## src/rqpp_pkg.sv

```systemverilog
package rqpp_pkg;

   // Field widths of the request and response items
   localparam int SLOT_W = 6;
   localparam int PRI_W  = 7;
   localparam int CNT_W  = 32;
   localparam int REQ_W  = 2;
   localparam int STAT_W = 2;

   // Stream bus widths, padded to whole bytes
   localparam int REQ_DATA_W = 16;
   localparam int RSP_DATA_W = 48;

   // Response field positions inside rsp_tdata
   localparam int RSP_SLOT_LSB = STAT_W;
   localparam int RSP_PRI_LSB  = RSP_SLOT_LSB + SLOT_W;
   localparam int RSP_CNT_LSB  = RSP_PRI_LSB + PRI_W;

   localparam int DEF_NUM_SLOTS = 64;

   typedef logic [REQ_W-1:0]  req_code_type;
   typedef logic [STAT_W-1:0] status_type;
   typedef logic [PRI_W-1:0]  pri_type;

   // Request codes
   localparam req_code_type REQ_INSERT = 2'd0;
   localparam req_code_type REQ_REMOVE = 2'd1;
   localparam req_code_type REQ_PICK   = 2'd2;

   // Status codes
   localparam status_type STAT_OK         = 2'd0;
   localparam status_type STAT_DUP        = 2'd1;
   localparam status_type STAT_NOT_QUEUED = 2'd2;
   localparam status_type STAT_EMPTY      = 2'd3;

endpackage

```

## src/run_queue_priority_picker_unit.sv

```systemverilog
// Priority run queue of NUM_SLOTS process slots. Each request (insert, remove or pick)
// returns exactly one response with a status, the picked slot and priority, and the
// running switch count. A pick returns the queued slot with the lowest priority number,
// oldest insertion first among equal priorities, and takes it off the queue. Slot priority
// and insertion rank live in a single-port-read, single-port-write memory that one shared
// read/compare datapath sweeps one slot per cycle; queued marks sit in flip-flops, so no
// clearing pass follows reset. An insert writes its entry; a remove reads the slot's rank
// then runs a rank renumbering sweep; a pick runs a best search sweep followed by a rank
// renumbering sweep; a rejected or empty request skips to the response. The response sits
// in an output register, so a new request is taken while the last response still waits.
module run_queue_priority_picker_unit
   import rqpp_pkg::*;
#(
   parameter int NUM_SLOTS = DEF_NUM_SLOTS
) (
   input  logic                  clock,
   input  logic                  reset,
   input  logic                  req_tvalid,
   output logic                  req_tready,
   // [5:0] proc_slot, [12:6] priority_req, [15:13] zero
   input  logic [REQ_DATA_W-1:0] req_tdata,
   // [1:0] req_type
   input  logic [REQ_W-1:0]      req_tuser,
   output logic                  rsp_tvalid,
   input  logic                  rsp_tready,
   // [1:0] status, [7:2] picked_slot, [14:8] picked_priority, [46:15] switch_count,
   // [47] zero
   output logic [RSP_DATA_W-1:0] rsp_tdata
);

   localparam int IW = (NUM_SLOTS > 1) ? $clog2(NUM_SLOTS) : 1;
   localparam int CW = $clog2(NUM_SLOTS + 1);
   localparam int EW = PRI_W + IW;

   localparam logic [2:0] S_IDLE = 3'd0;
   localparam logic [2:0] S_INS  = 3'd1;
   localparam logic [2:0] S_RMRD = 3'd2;
   localparam logic [2:0] S_SCAN = 3'd3;
   localparam logic [2:0] S_DROP = 3'd4;
   localparam logic [2:0] S_FIN  = 3'd5;

   // Entry memory: {priority, rank}
   logic [EW-1:0] entry_mem [NUM_SLOTS];

   logic [2:0]           state_ff, state_in;
   logic [NUM_SLOTS-1:0] slot_valid_ff, slot_valid_in;
   logic [CW-1:0]        count_ff, count_in;
   logic [CNT_W-1:0]     picks_ff, picks_in;
   logic                 rd_live_ff, rd_live_in;
   logic                 rsp_valid_ff, rsp_valid_in;

   req_code_type         code_ff, code_in;
   status_type           status_ff, status_in;
   logic [IW-1:0]        target_ff, target_in;
   pri_type              ins_pri_ff, ins_pri_in;
   logic [IW-1:0]        drop_rank_ff, drop_rank_in;
   logic [CW-1:0]        scan_ix_ff, scan_ix_in;
   logic [IW-1:0]        rd_ix_ff, rd_ix_in;
   logic [EW-1:0]        rd_data_ff;
   logic                 best_found_ff, best_found_in;
   logic [IW-1:0]        best_ix_ff, best_ix_in;
   pri_type              best_pri_ff, best_pri_in;
   logic [IW-1:0]        best_rank_ff, best_rank_in;
   status_type           rsp_status_ff, rsp_status_in;
   logic [SLOT_W-1:0]    rsp_slot_ff, rsp_slot_in;
   pri_type              rsp_pri_ff, rsp_pri_in;
   logic [CNT_W-1:0]     rsp_count_ff, rsp_count_in;

   logic                 mem_we;
   logic [IW-1:0]        mem_wa;
   logic [EW-1:0]        mem_wr_data;
   logic                 rd_en;
   logic [IW-1:0]        rd_addr;

   logic [SLOT_W-1:0]    req_slot;
   pri_type              req_pri;
   logic [IW-1:0]        req_ix;
   logic                 slot_ok;
   logic                 scan_issue;
   logic                 ev_valid;
   pri_type              ev_pri;
   logic [IW-1:0]        ev_rank;

   // Unpack the request
   assign req_slot = req_tdata[SLOT_W-1:0];
   assign req_pri  = req_tdata[SLOT_W+PRI_W-1:SLOT_W];
   assign req_ix   = IW'(req_slot);
   assign slot_ok  = (32'(req_slot) < 32'(NUM_SLOTS));

   // Sweep datapath: issue one read per cycle, judge the entry read last cycle
   assign scan_issue = (scan_ix_ff != CW'(NUM_SLOTS));
   assign ev_valid   = rd_live_ff && slot_valid_ff[rd_ix_ff];
   assign ev_pri     = rd_data_ff[EW-1:IW];
   assign ev_rank    = rd_data_ff[IW-1:0];

   assign req_tready = (state_ff == S_IDLE);
   assign rsp_tvalid = rsp_valid_ff;
   assign rsp_tdata  = {1'b0, rsp_count_ff, rsp_pri_ff, rsp_slot_ff, rsp_status_ff};

   // Sequencer
   always_comb begin
      state_in      = state_ff;
      slot_valid_in = slot_valid_ff;
      count_in      = count_ff;
      picks_in      = picks_ff;
      rd_live_in    = 1'b0;
      rsp_valid_in  = rsp_valid_ff && !rsp_tready;
      code_in       = code_ff;
      status_in     = status_ff;
      target_in     = target_ff;
      ins_pri_in    = ins_pri_ff;
      drop_rank_in  = drop_rank_ff;
      scan_ix_in    = scan_ix_ff;
      rd_ix_in      = rd_ix_ff;
      best_found_in = best_found_ff;
      best_ix_in    = best_ix_ff;
      best_pri_in   = best_pri_ff;
      best_rank_in  = best_rank_ff;
      rsp_status_in = rsp_status_ff;
      rsp_slot_in   = rsp_slot_ff;
      rsp_pri_in    = rsp_pri_ff;
      rsp_count_in  = rsp_count_ff;
      mem_we        = 1'b0;
      mem_wa        = target_ff;
      mem_wr_data   = '0;
      rd_en         = 1'b0;
      rd_addr       = scan_ix_ff[IW-1:0];

      unique case (state_ff)
         S_IDLE: begin
            if (req_tvalid) begin
               code_in    = req_tuser;
               target_in  = req_ix;
               ins_pri_in = req_pri;
               status_in  = STAT_OK;
               state_in   = S_FIN;
               unique case (req_tuser)
                  REQ_INSERT: begin
                     if (!slot_ok || slot_valid_ff[req_ix]) begin
                        status_in = STAT_DUP;
                     end else begin
                        state_in = S_INS;
                     end
                  end
                  REQ_REMOVE: begin
                     if (!slot_ok || !slot_valid_ff[req_ix]) begin
                        status_in = STAT_NOT_QUEUED;
                     end else begin
                        rd_en    = 1'b1;
                        rd_addr  = req_ix;
                        state_in = S_RMRD;
                     end
                  end
                  REQ_PICK: begin
                     if (count_ff == '0) begin
                        status_in = STAT_EMPTY;
                     end else begin
                        scan_ix_in    = '0;
                        best_found_in = 1'b0;
                        state_in      = S_SCAN;
                     end
                  end
                  default: ;
               endcase
            end
         end

         // Append the slot at the tail of the insertion order
         S_INS: begin
            mem_we                   = 1'b1;
            mem_wa                   = target_ff;
            mem_wr_data              = {ins_pri_ff, IW'(count_ff)};
            slot_valid_in[target_ff] = 1'b1;
            count_in                 = count_ff + CW'(1);
            state_in                 = S_FIN;
         end

         // Latch the rank of the slot being removed
         S_RMRD: begin
            drop_rank_in = rd_data_ff[IW-1:0];
            scan_ix_in   = '0;
            state_in     = S_DROP;
         end

         // Search for the lowest priority number, oldest first on ties
         S_SCAN: begin
            if (scan_issue) begin
               rd_en      = 1'b1;
               rd_live_in = 1'b1;
               rd_ix_in   = scan_ix_ff[IW-1:0];
               scan_ix_in = scan_ix_ff + CW'(1);
            end
            if (ev_valid && (!best_found_ff || ev_pri < best_pri_ff ||
                             (ev_pri == best_pri_ff && ev_rank < best_rank_ff))) begin
               best_found_in = 1'b1;
               best_ix_in    = rd_ix_ff;
               best_pri_in   = ev_pri;
               best_rank_in  = ev_rank;
            end
            if (!scan_issue && !rd_live_ff) begin
               target_in    = best_ix_ff;
               drop_rank_in = best_rank_ff;
               ins_pri_in   = best_pri_ff;
               scan_ix_in   = '0;
               state_in     = S_DROP;
            end
         end

         // Close the gap in the ranks, then drop the slot
         S_DROP: begin
            if (scan_issue) begin
               rd_en      = 1'b1;
               rd_live_in = 1'b1;
               rd_ix_in   = scan_ix_ff[IW-1:0];
               scan_ix_in = scan_ix_ff + CW'(1);
            end
            if (ev_valid && ev_rank > drop_rank_ff) begin
               mem_we      = 1'b1;
               mem_wa      = rd_ix_ff;
               mem_wr_data = {ev_pri, ev_rank - IW'(1)};
            end
            if (!scan_issue && !rd_live_ff) begin
               slot_valid_in[target_ff] = 1'b0;
               count_in                 = count_ff - CW'(1);
               if (code_ff == REQ_PICK) begin
                  picks_in = picks_ff + CNT_W'(1);
               end
               state_in = S_FIN;
            end
         end

         // Hand the result to the output register once it is free
         S_FIN: begin
            if (!rsp_valid_ff || rsp_tready) begin
               rsp_valid_in  = 1'b1;
               rsp_status_in = status_ff;
               rsp_count_in  = picks_ff;
               if (code_ff == REQ_PICK && status_ff == STAT_OK) begin
                  rsp_slot_in = SLOT_W'(target_ff);
                  rsp_pri_in  = ins_pri_ff;
               end else begin
                  rsp_slot_in = '0;
                  rsp_pri_in  = '0;
               end
               state_in = S_IDLE;
            end
         end

         default: state_in = S_IDLE;
      endcase
   end

   // Control state
   always_ff @(posedge clock) begin
      if (reset) begin
         state_ff      <= S_IDLE;
         slot_valid_ff <= '0;
         count_ff      <= '0;
         picks_ff      <= '0;
         rd_live_ff    <= 1'b0;
         rsp_valid_ff  <= 1'b0;
      end else begin
         state_ff      <= state_in;
         slot_valid_ff <= slot_valid_in;
         count_ff      <= count_in;
         picks_ff      <= picks_in;
         rd_live_ff    <= rd_live_in;
         rsp_valid_ff  <= rsp_valid_in;
      end
   end

   // Payload
   always_ff @(posedge clock) begin
      code_ff       <= code_in;
      status_ff     <= status_in;
      target_ff     <= target_in;
      ins_pri_ff    <= ins_pri_in;
      drop_rank_ff  <= drop_rank_in;
      scan_ix_ff    <= scan_ix_in;
      rd_ix_ff      <= rd_ix_in;
      best_found_ff <= best_found_in;
      best_ix_ff    <= best_ix_in;
      best_pri_ff   <= best_pri_in;
      best_rank_ff  <= best_rank_in;
      rsp_status_ff <= rsp_status_in;
      rsp_slot_ff   <= rsp_slot_in;
      rsp_pri_ff    <= rsp_pri_in;
      rsp_count_ff  <= rsp_count_in;
   end

   // Entry memory: one write, one registered read
   always_ff @(posedge clock) begin
      if (mem_we) begin
         entry_mem[mem_wa] <= mem_wr_data;
      end
      if (rd_en) begin
         rd_data_ff <= entry_mem[rd_addr];
      end
   end

endmodule

```

## config.mk

```make
export PLATFORM = sky130hd
export DESIGN_NAME = run_queue_priority_picker_unit
export DESIGN_NICKNAME = d
export VERILOG_FILES = /design/src/rqpp_pkg.sv /design/src/run_queue_priority_picker_unit.sv
export SDC_FILE = /design/constraint.sdc
export NUM_CORES = 1
export LEC_CHECK = 0
export BUFFER_PORTS_ARGS = -buffer_cell sky130_fd_sc_hd__buf_2
export CAP_MARGIN = 25
export CORE_MARGIN = 3
export CORE_UTILIZATION = 60
export DETAILED_ROUTE_END_ITERATION = 12
export PLACE_DENSITY = 0.75
export SLEW_MARGIN = 20
export SYNTH_ARGS = -nofsm -noshare
export SYNTH_HDL_FRONTEND = slang
export SYNTH_SLANG_ARGS = --single-unit
```

## constraint.sdc

```tcl
create_clock -name clock -period 6.25 [get_ports clock]
set_input_delay 1.25 -clock clock [delete_from_list [all_inputs] [get_ports clock]]
set_output_delay 1.25 -clock clock [all_outputs]
set_load 0.01 [all_outputs]
```

**After elaboration in Yosys (flattened, before gate mapping)**

Memory sizes are Yosys's and may differ from the RTL's. A register that Yosys moved wholly into a read port is not among the register bits.
Cells that the tools add are included.

- Input port bits: 22
- Register bits: 211
- Word-level logic and storage cells: 153
- Memories: 1
- RAM bits: 832
- Output and inout bits: 50

Memory list:

| name | depth | width | read ports | clocked after Yosys merged registers in | write ports | RTL line | text |
|---|---|---|---|---|---|---|---|
| entry_mem | 64 | 13 | 1 | 1 | 1 | run_queue_priority_picker_unit.sv:43 | `logic [EW-1:0] entry_mem [NUM_SLOTS];` |

- $add $sub $neg: 5
- Magnitude comparators: 7
- Reductions and logical operators: 37
- Bitwise logic cells: 4
- Mux-type cells: 61
- Equal/unequal tests: 17

Operators with widths:

| operator | number |
|---|---|
| $pmux 64 s2 | 1 |
| $and 64x64->64 | 1 |
| $mux 64 | 1 |
| $not 64->64 | 1 |
| $or 64x64->64 | 1 |
| $mux 7 | 8 |
| $mux 6 | 9 |
| $add 32x1->32 const B | 1 |
| $pmux 7 s2 | 2 |
| $pmux 7 s4 | 1 |
| $pmux 13 s2 | 1 |
| $pmux 6 s2 | 2 |
| $lt 6x7->1 const B | 3 |
| $mux 3 | 7 |
| $pmux 3 s6 | 1 |
| $mux 1 | 17 |
| $add 7x1->7 const B | 2 |
| $mux 13 | 1 |
| $bmux 1 s6 | 2 |
| $ne 2x2->1 const B | 6 |
| $reduce_and 2->1 | 6 |
| $pmux 3 s3 | 1 |
| $logic_and 1x1->1 | 8 |
| $reduce_and 4->1 | 2 |
| 29 further kinds | 46 |

**Logic depth before layout (Yosys ltp)**

Gate-level depths: netlist of run 1.

- Depth in word-level cells: 8
- Depth in mapped cells: 16
- Depth with buffers taken out: 13

**Worst setup path after synthesis of run 1**

OpenSTA, ideal clock, no wires.

- Kind: reg-to-reg
- From: register rd_ix_ff[0]
- To: memory entry_mem[0][1] in the netlist's numbering, data pin
- Data arrival time: 3.605 ns
- Path buffers: 3
- Path slack: 1.942 ns
- Setup time: 0.703 ns
- Required time: 5.547 ns
- Period minus slack after synthesis: 4.308 ns
- Stages on the path, launching flop included: 11
- Cell sequence: edfxtp_1 buf_4 buf_6 mux4_2 mux4_2 mux4_2 nand2_1 nor3_2 buf_2 nand2b_1 o21ai_0

- Longest elaborated chain between the ends: 6

RTL lines:

| what | RTL line | text |
|---|---|---|
| start: declaration | run_queue_priority_picker_unit.sv:58 | `logic [IW-1:0] rd_ix_ff, rd_ix_in;` |
| start signal: assignment | run_queue_priority_picker_unit.sv:280 | `rd_ix_ff <= rd_ix_in;` |
| $bmux 1 s6 | run_queue_priority_picker_unit.sv:92 | `assign ev_valid = rd_live_ff && slot_valid_ff[rd_ix_ff];` |
| $mux 1 (implied by the code) | run_queue_priority_picker_unit.sv:92 |  |
| $logic_and 1x1->1 | run_queue_priority_picker_unit.sv:92 |  |
| $logic_and 1x1->1 | run_queue_priority_picker_unit.sv:217 | `if (ev_valid && ev_rank > drop_rank_ff) begin` |
| $mux 13 | run_queue_priority_picker_unit.sv:217 |  |
| $pmux 13 s2 | run_queue_priority_picker_unit.sv:129 | `unique case (state_ff)` |
| via mem_wr_data[1] | run_queue_priority_picker_unit.sv:71 | `logic [EW-1:0] mem_wr_data;` |
| end: declaration | run_queue_priority_picker_unit.sv:43 |  |

The timed path passes the listed nets, and every way through them passes these cells. The select of a mux whose other input is x is not followed.

**Final worst setup path of run 1**

- From: input req_tdata[0]
- To: register rd_data_ff[7] (read register of entry_mem), data pin

- Longest elaborated chain between the ends: 6
- Elaborated cells on any way between the ends: 10
- Those cells by class: mux (10)

RTL lines:

| what | RTL line | text |
|---|---|---|
| start: declaration | run_queue_priority_picker_unit.sv:21 | `input logic [REQ_DATA_W-1:0] req_tdata,` |
| $bmux 1 s6 | run_queue_priority_picker_unit.sv:146 | `if (!slot_ok \|\| !slot_valid_ff[req_ix]) begin` |
| $mux 1 (implied by the code) | run_queue_priority_picker_unit.sv:146 |  |
| $mux 1 / $mux 6 (equally long branches) | run_queue_priority_picker_unit.sv:146 |  |
| $mux 1 / $mux 6 (equally long branches) | run_queue_priority_picker_unit.sv:137 | `unique case (req_tuser)` |
| $mux 1 / $mux 6 (equally long branches) | run_queue_priority_picker_unit.sv:131 | `if (req_tvalid) begin` |
| $pmux 1 s2 / $mux 6 (equally long branches) | run_queue_priority_picker_unit.sv:129 |  |
| end: declaration | run_queue_priority_picker_unit.sv:59 | `logic [EW-1:0] rd_data_ff;` |

Several ways; a longest one is shown, not always the timed one. The select of a mux whose other input is x is not followed.
A chain may end at the register's enable or synchronous reset.

==> metrics.md, run 1 <==
| Metric | Value |
|---|---|
| Hold buffer count at CTS | 0 |
| Port Buffer Count | 67 |
| Area leader, netlist | edfxtp_1 |
| Worst vdd ir | 244 uV |
| RePlAce Congestion | 0.874 |
| Min setup slack post-route | 1070 ps |
| Num ports | 72 |
| Final setup fails | 0 |
| # clock sinks | 1056 |
| Largest cells by area after synthesis | edfxtp_1 66%, nand2_1 7.0%, dfxtp_1 5.0% |
| Critical Path RT | 6580 ps |
| Postcts setup bufs | 0 |
| Total gr overflow | 0 |
| Asr flop ratio synth | 0% |
| Fmax | 193 MHz |
| RSZ-0062 raised after global routing | false |
| Mapped Cells | 3373 |
| Synth Cell Area | 43100 sq um |
| Slew Limit Fails | 0 |
| Final Hold Fails | 0 |
| Crit Path Max Fanout | 34 |
| Worst slew pin tran | 1120 ps |
| Hold path depth | 0 |
| Final cell count without fillers | 4514 |
| Remaining DRCs | 0 |
| Status | completed |
| CP endpoint kind | flop |
| Synthesis-stage register bit count | 1056 |
| First-pass GRT wire length | 165 mm |
| Via density per instance | 6.29 |
| Row cnt | 97 |
| 1st-pass router iterations | 6 |
| Die Ht | 274 microns |
| CP Launch Type | input port |
| Die area | 75100 sq um |
| Period Utilization, post-route | 82.8% |
| Clk buf depth | 3 |
| Die Width | 274 microns |
| R2R depth | 10 |
| Critical Path AT | 5500 ps |
| Post-route cell area | 48500 sq um |
| Fraction of layout cells with a size suffix above 1 | 12.3% |
| Syn Area/Cell | 12.8 sq um |
| Initial antenna violation count | 2 |
| Initial DRC Count | 3726 |
| GRT Util Overall | 29.1% |
| Dpl ws | 488 ps |
| R2R Path Start | rd_ix_ff[1]$_DFFE_PP_ |
| R2R Setup Slk | 1250 ps |
| Vias | 28400 |
| P&R area growth vs syn | 12.5% |
| Minimum clock period | 5180 ps |
| Power Density | 339 nW/um^2 |
| Crit Reg-Reg Endpoint | entry_mem[54][5]$_DFFE_PP_ |
| Clock insertion delay at the later pin of the skew report | 660 ps |
| Post-CTS Resized | 0 |
| Maxcap violations | 0 |
| Dpl cell area | 45100 sq um |
| Slew Limit Headroom | 25.1% |
| Synth unique cells | 64 |
| Synthesized Nets | 3423 |
| Nets | 3538 |
| Number of H-tree levels | 3 |
| Dominant synthesized flop cell | edfxtp_1 |
| Clock root buffer | clkbuf_16 |
| Vias in the first global route | 28000 |
| CTS buffer count | 104 |
| Routed wire per std cell | 24.2 microns |
| Final hold slack | 465 ps |
| Hold Path Sink | rsp_count_ff[31]$_DFFE_PP_ |
| Skew final | 23.3 ps |
| Total Neg Setup Slack | 0 ps |
| HP Start | picks_ff[31]$_SDFFE_PP0P_ |
| CTS tree | yes |
| Clock slew at reported path FFs | 60 ps |
| WS Path Type | input port to flop |
| Post-synthesis sequential area ratio | 71.0% |
| Largest net degree at the start of global routing | 114 |
| Starting Density | 61.1% |
| Post-synth top area share | 66.0% |
| Final WL | 109 mm |
| Detailed placement HPWL | 64.6 mm |
| Pleak | 16.7 nW |
| Inst Count DP | 4322 |
| Post-synth EDFFs | 948 |
| Yosys warning count | 0 |
| Hold Path Class | flop to flop |
| Core ar. | 70600 sq um |
| Antenna Nets Post-Route | 0 |
## how the worst max path moves through the flow
stage | start | to | slack [ps] | cells past startpoint
after floorplan | rd_ix_ff[0]$_DFFE_PP_ | entry_mem[0][1]$_DFFE_PP_ | 1940 | 10
after global placement | req_tdata[0] | rd_data_ff[8]$_DFFE_PP_ | 570 | 13
after detailed placement | req_tdata[0] | rd_data_ff[7]$_DFFE_PP_ | 490 | 13
after CTS | req_tdata[0] | rd_data_ff[7]$_DFFE_PP_ | 1190 | 13
after global routing | req_tdata[0] | rd_data_ff[8]$_DFFE_PP_ | 940 | 13
final | req_tdata[0] | rd_data_ff[7]$_DFFE_PP_ | 1070 | 13
## critical path, cell delays in order
cell,delay [ps]
buf_2,780
mux2i_1,200
a22oi_1,330
a21oi_1,160
nor4_4,480
a22oi_4,290
or3b_1,460
o31ai_4,280
buf_4,430
nand3_1,140
nand4_1,150
and4_1,270
nand4_1,220
## layout by cell type (no fill, tap or decap), drive strengths merged, types with 18 or more instances in the layout
cell type and n:
a211oi 40, inv 34, ha 27, nand4 102, mux4 21, a21oi 56, xor2 29, clkbuf 126
dfxtp 108, and3 20, edfxtp 948, clkinv 50, a31oi 104, and2 18, buf 211, nor2 220
nand3 281, mux2i 92, a311oi 24, o21ai 47, nand2b 19, nand2 805
## per-layer routing
layer,GRT usage [%],vias to the layer above,wire [microns]
li1,-,12700,-
met1,38.0,13800,40600
met2,47.0,1632,52100
met3,5.50,328,10800
met4,14.7,2,5490
met5,0,-,20
## flip-flops by register name, indices dropped and copies added, names as in the netlist, 7 cells and up, named ones only
signal        flops
entry_mem       832
picks_ff         32
rsp_pri_ff        7
count_ff          7
rsp_count_ff     32
best_pri_ff       7
rd_data_ff       13
ins_pri_ff        7
scan_ix_ff        7
## synthesized netlist by cell type (5+ instances only)
master and instances:
a211oi_1 40, a21o_1 6, a21oi_1 56, a222oi_1 13
a22o_1 12, a22oi_1 16, a311oi_1 24, a31oi_1 104
a32oi_1 13, and2_1 18, and3_1 20, and4_1 15
buf_1 9, buf_2 69, buf_4 18, buf_6 5
clkbuf_1 101, dfxtp_1 108, edfxtp_1 948, ha_1 27
inv_1 30, mux2i_1 88, mux4_2 21, nand2_1 805
nand2b_1 19, nand3_1 281, nand3b_1 9, nand4_1 101
nor2_1 220, nor2b_1 14, nor3_1 8, o21ai_0 34
o21ai_1 10, o31ai_1 5, or2_2 8, or3_1 8
xnor2_1 14, xor2_1 29
## through the flow
step / util [%] / total power, W
5_1_grt: 68.7 / 0.0169
3_3_place_gp: 63.8 / 0.0103
2_1_floorplan: - / 0.00953
3_5_place_dp: 63.9 / 0.0104
4_1_cts: 68.6 / 0.0164
6_report: 68.7 / 0.0164
## layout make-up
cell class | instances | area, sq um
repair buffers | 211 | 1610
inverters | 31 | 116
well taps | 940 | 1180
fillers | 4671 | 22100
multi-input cells | 2084 | 11600
flip-flops and latches | 1056 | 30600
clock buffers | 126 | 2770
clock inverters | 65 | 601
diodes | 1 | 2.50
## kinds of logic (layout without fill, tap and decap cells)
group	after synthesis	in the layout	share of synthesized area, %
buffers and inverters	233	433	2.47
flip-flops	1056	1056	71.0
adder cells (fa/ha/maj)	28	28	0.830
multiplexers	117	117	3.37
XOR/XNOR	43	43	0.873
AO/OA/AOI/OAI	349	349	5.47
AND/OR/NAND/NOR	1546	1546	16.0
other	1	2	0.00869
## where the power goes
part	internal (W)	switching, W
clock network	0.00356	0.00258
registers	0.00783	0.000122
logic	0.000703	0.00163
total	0.0121	0.00434
No activity file was read; power rests on OpenSTA's default activity.
==> inputs of run 2 (changes only) <==
--- a/config.mk
+++ b/config.mk
@@ -5,12 +5,13 @@
 export SDC_FILE = /design/constraint.sdc
 export NUM_CORES = 1
 export LEC_CHECK = 0
+export ABC_AREA = 1
 export BUFFER_PORTS_ARGS = -buffer_cell sky130_fd_sc_hd__buf_2
 export CAP_MARGIN = 25
 export CORE_MARGIN = 3
 export CORE_UTILIZATION = 60
 export DETAILED_ROUTE_END_ITERATION = 12
-export PLACE_DENSITY = 0.75
+export PLACE_DENSITY = 0.74
 export SLEW_MARGIN = 20
 export SYNTH_ARGS = -nofsm -noshare
 export SYNTH_HDL_FRONTEND = slang
==> constraint.sdc (replaced) <==
create_clock -name clock -period 4.8 [get_ports clock]
set_input_delay 0.96 -clock clock [delete_from_list [all_inputs] [get_ports clock]]
set_output_delay 0.96 -clock clock [all_outputs]
set_load 0.01 [all_outputs]
==> metrics.md, run 2 <==
| Metric | Value |
|---|---|
| Antenna Nets Post-Route | 0 (unchanged) |
| Synthesized Nets | 4930 (+44%) |
| Max incr delay on CP | 590 ps (-190 ps) |
| Met2 Usage GRT | 47.5% (+0.53 points) |
| Post-CTS Resized | 0 (unchanged) |
| Worst vdd ir | 445 uV (+83%) |
| Row cnt | 102 (+5.2%) |
| Core ar. | 78000 sq um (+10%) |
| Multi-input logic area | 12500 sq um (+7.4%) |
| Period Utilization, post-route | 94.6% |
| Total Neg Setup Slack | 0 ps (unchanged) |
| Worst path cell trace | inv_2 > o21ai_0 > o211ai_1 > nand3_1 > nand3_1 > nand3_1 > nand2_1 > nand2_1 > inv_2 > nand4_2 > buf_4 > o21ai_0 > inv_1 > nor2_1 > nand2_1 > nor2_1 > buf_4 |
| Pleak | 22.5 nW (+35%) |
| RSZ-0062 raised after global routing | false |
| Final cell count without fillers | 6122 (+36%) |
| Min setup slack post-route | 260 ps (-812 ps) |
| Inst Count DP | 5922 (+37%) |
| Area leader, netlist | edfxtp_1 |
| Minimum clock period | 4540 ps |
| Routed wire per std cell | 19.5 microns (-19%) |
| Asr flop ratio synth | 0% (unchanged) |
| GRT Util Overall | 29.0% (-0.088 points) |
| Synth Cell Area | 47600 sq um (+10%) |
| Top flop regs | entry_mem: 832 flops, picks_ff: 32 flops, rsp_count_ff: 32 flops |
| Met1 Usage GRT | 38.8% (+0.80 points) |
| Dpl cell area | 50000 sq um (+11%) |
| Grt met3 use | 3.84% (-1.7 points) |
| Leading cell type in the layout, fill and taps excluded | nand2_1 |
| Clock root buffer | clkbuf_16 |
| Post-synth top area share | 59.8% (-6.2 points) |
| Synthesis-stage register bit count | 1056 (unchanged) |
| Hold buffer count at CTS | 0 (unchanged) |
| Largest cells by area after synthesis | edfxtp_1 60%, nand3_1 10%, nand2_1 8.0% |
| Power Density | 548 nW/um^2 (+62%) |
| CTS tree | yes |
| First-pass GRT wire length | 185 mm (+12%) |
| Final setup fails | 0 (unchanged) |
| Synth unique cells | 48 (-25%) |
| Status | completed |
| P&R area growth vs syn | 12.3% |
| RePlAce Congestion | 0.909 (+4.0%) |
| Post-route cell area | 53400 sq um (+10%) |
| Crit path max-delay family | simple AND/OR/NAND/NOR gates |
| Crit Path Max Fanout | 37 (+8.8%) |
| Most frequent cells after synthesis | 1013 x nand2_1, 950 x nand3_1, 948 x edfxtp_1, 938 x inv_1, 230 x nor2_1 |
| Num ports | 72 (unchanged) |
| Filler instances | 5625 (+20%) |
| # clock sinks | 1056 (unchanged) |
| Layer with the highest usage | met2 |
| Total gr overflow | 0 (unchanged) |
| 1st-pass router iterations | 8 (+2) |
| Dominant synthesized flop cell | edfxtp_1 |
| Die Width | 288 microns (+4.9%) |
| Slew Limit Headroom | 36.0% (+11 points) |
| Post-synthesis sequential area ratio | 64.4% (-6.6 points) |
| Most flops, register | entry_mem |
| Final Hold Fails | 0 (unchanged) |
| Starting Density | 61.0% (about the same) |
| CP Buf/Inv Count | 5 (+3) |
| Largest net degree at the start of global routing | 73 (-36%) |
| Skew final | 24.9 ps (+1.54 ps) |
| Clock insertion delay at the later pin of the skew report | 680 ps (+20 ps) |
| Postcts setup bufs | 0 (unchanged) |
| Fmax | 220 MHz |
| CP endpoint kind | flop |
| Nets | 5041 (+42%) |
| Crit-path slowest cell | o21ai_0 |
| Count leader, synth | nand2_1 |
| CP Launch Type | flop |
| Final WL | 120 mm (+9.7%) |
| Hold Path Class | flop to flop |
| Yosys warning count | 0 (unchanged) |
| WS Path Type | flop to flop |
| FF+latch area | 30600 sq um (unchanged) |
| Vias | 34500 (+22%) |
| Critical Path AT | 4910 ps (-590 ps) |
| Critical Path RT | 5170 ps (-1410 ps) |
| Die Ht | 288 microns (+4.9%) |
| Die area | 82700 sq um (+10%) |
| Via density per instance | 5.64 (-10%) |
| Maxcap violations | 0 (unchanged) |
| Pwr Total | 0.0293 W (+78%) |
| Clock slew at reported path FFs | 60 ps (about the same) |
| Port Buffer Count | 67 (unchanged) |
| Detailed placement HPWL | 70.8 mm (+9.5%) |
| Initial antenna violation count | 0 (-2) |
| Flip-flop count of the largest register, all copies and words added | 832 (unchanged) |
| Clk buf depth | 3 (unchanged) |
| Dpl ws | 396 ps (-91.5 ps) |
| Ant diodes | 0 (-1) |
| Syn Area/Cell | 9.75 sq um (-24%) |
| Most frequent cells in the layout | 1012 x nand2_1, 949 x nand3_1, 948 x edfxtp_1 |
| Remaining DRCs | 0 (unchanged) |
| Initial DRC Count | 3930 (+5.5%) |
| Slew Limit Fails | 0 (unchanged) |
| CTS buffer count | 106 (+1.9%) |
| Number of H-tree levels | 3 (unchanged) |
| Fraction of layout cells with a size suffix above 1 | 8.82% (-3.4 points) |
| Post-synth EDFFs | 948 (unchanged) |
| Mapped Cells | 4880 (+45%) |
| Vias in the first global route | 32800 (+17%) |
| Worst slew pin tran | 957 ps (-166 ps) |
-- run 2: changes by cell type in the layout (fill, tap and decap cells not counted), moves of 24 or more --
cell / change
a311oi_1: -24
a211oi_1: -38
nand4_1: -90
inv_1: +907
o21ai_0: +116
nand2_1: +207
a21oi_1: +62
a31oi_1: -94
nand3_1: +668
mux2i_1: -87
-- run 2: logic make-up (layout without fill, tap and decap cells) --
family	after synthesis	after routing	synth area share, %
other	1	1	0.00788
AO/OA/AOI/OAI	335	335	3.79
buffers and inverters	1184	1386	10.0
AND/OR/NAND/NOR	2260	2260	20.8
adder cells (fa/ha/maj)	28	28	0.752
multiplexers	1	1	0.0210
flip-flops	1056	1056	64.4
XOR/XNOR	15	15	0.276
-- run 2: where the power goes --
group / internal (W) / total (W) / switching (W) / leakage (nW)
clock: 0.00461 / 0.00809 / 0.00348 / 1.69
combinational: 0.00297 / 0.0101 / 0.00716 / 11.0
sequential: 0.0108 / 0.0111 / 0.000252 / 9.78
total: 0.0184 / 0.0293 / 0.0109 / 22.5
-- run 2: final timing paths --
path	from	endpoint	slack, ps	cells after the start
worst min-delay path	status_ff[0]$_DFFE_PP_	rsp_status_ff[0]$_DFFE_PP_	450	0
worst min register to register	status_ff[0]$_DFFE_PP_	rsp_status_ff[0]$_DFFE_PP_	450	0
worst max-delay path	rd_ix_ff[0]$_DFFE_PP_	entry_mem[56][10]$_DFFE_PP_	260	17
worst max register to register	rd_ix_ff[0]$_DFFE_PP_	entry_mem[56][10]$_DFFE_PP_	260	17
-- run 2: per-stage QoR --
step | utilization (%) | hold WS, ps
detailed placement | 64.1 | 436
finish | 68.5 | 449
global placement | 64.1 | 414
global route | 68.5 | 469
CTS | 68.5 | 451
floorplan | - | 408
-- run 2: layer usage --
layer / wire length, microns / part of all wire (%)
met2: 56900 / 48
met5: 0 / 0
met4: 5500 / 4.6
met3: 10800 / 9.0
met1: 46500 / 39
-- run 2: area by class of cell --
cell class	instances	share of cell area (%)
Clock inverter	51	0.845
Timing Repair Buffer	236	3.84
Tap cell	1040	2.43
Clock buffer	148	5.57
Inverter	951	6.69
Sequential cell	1056	57.3
Multi-Input combinational cell	2640	23.3
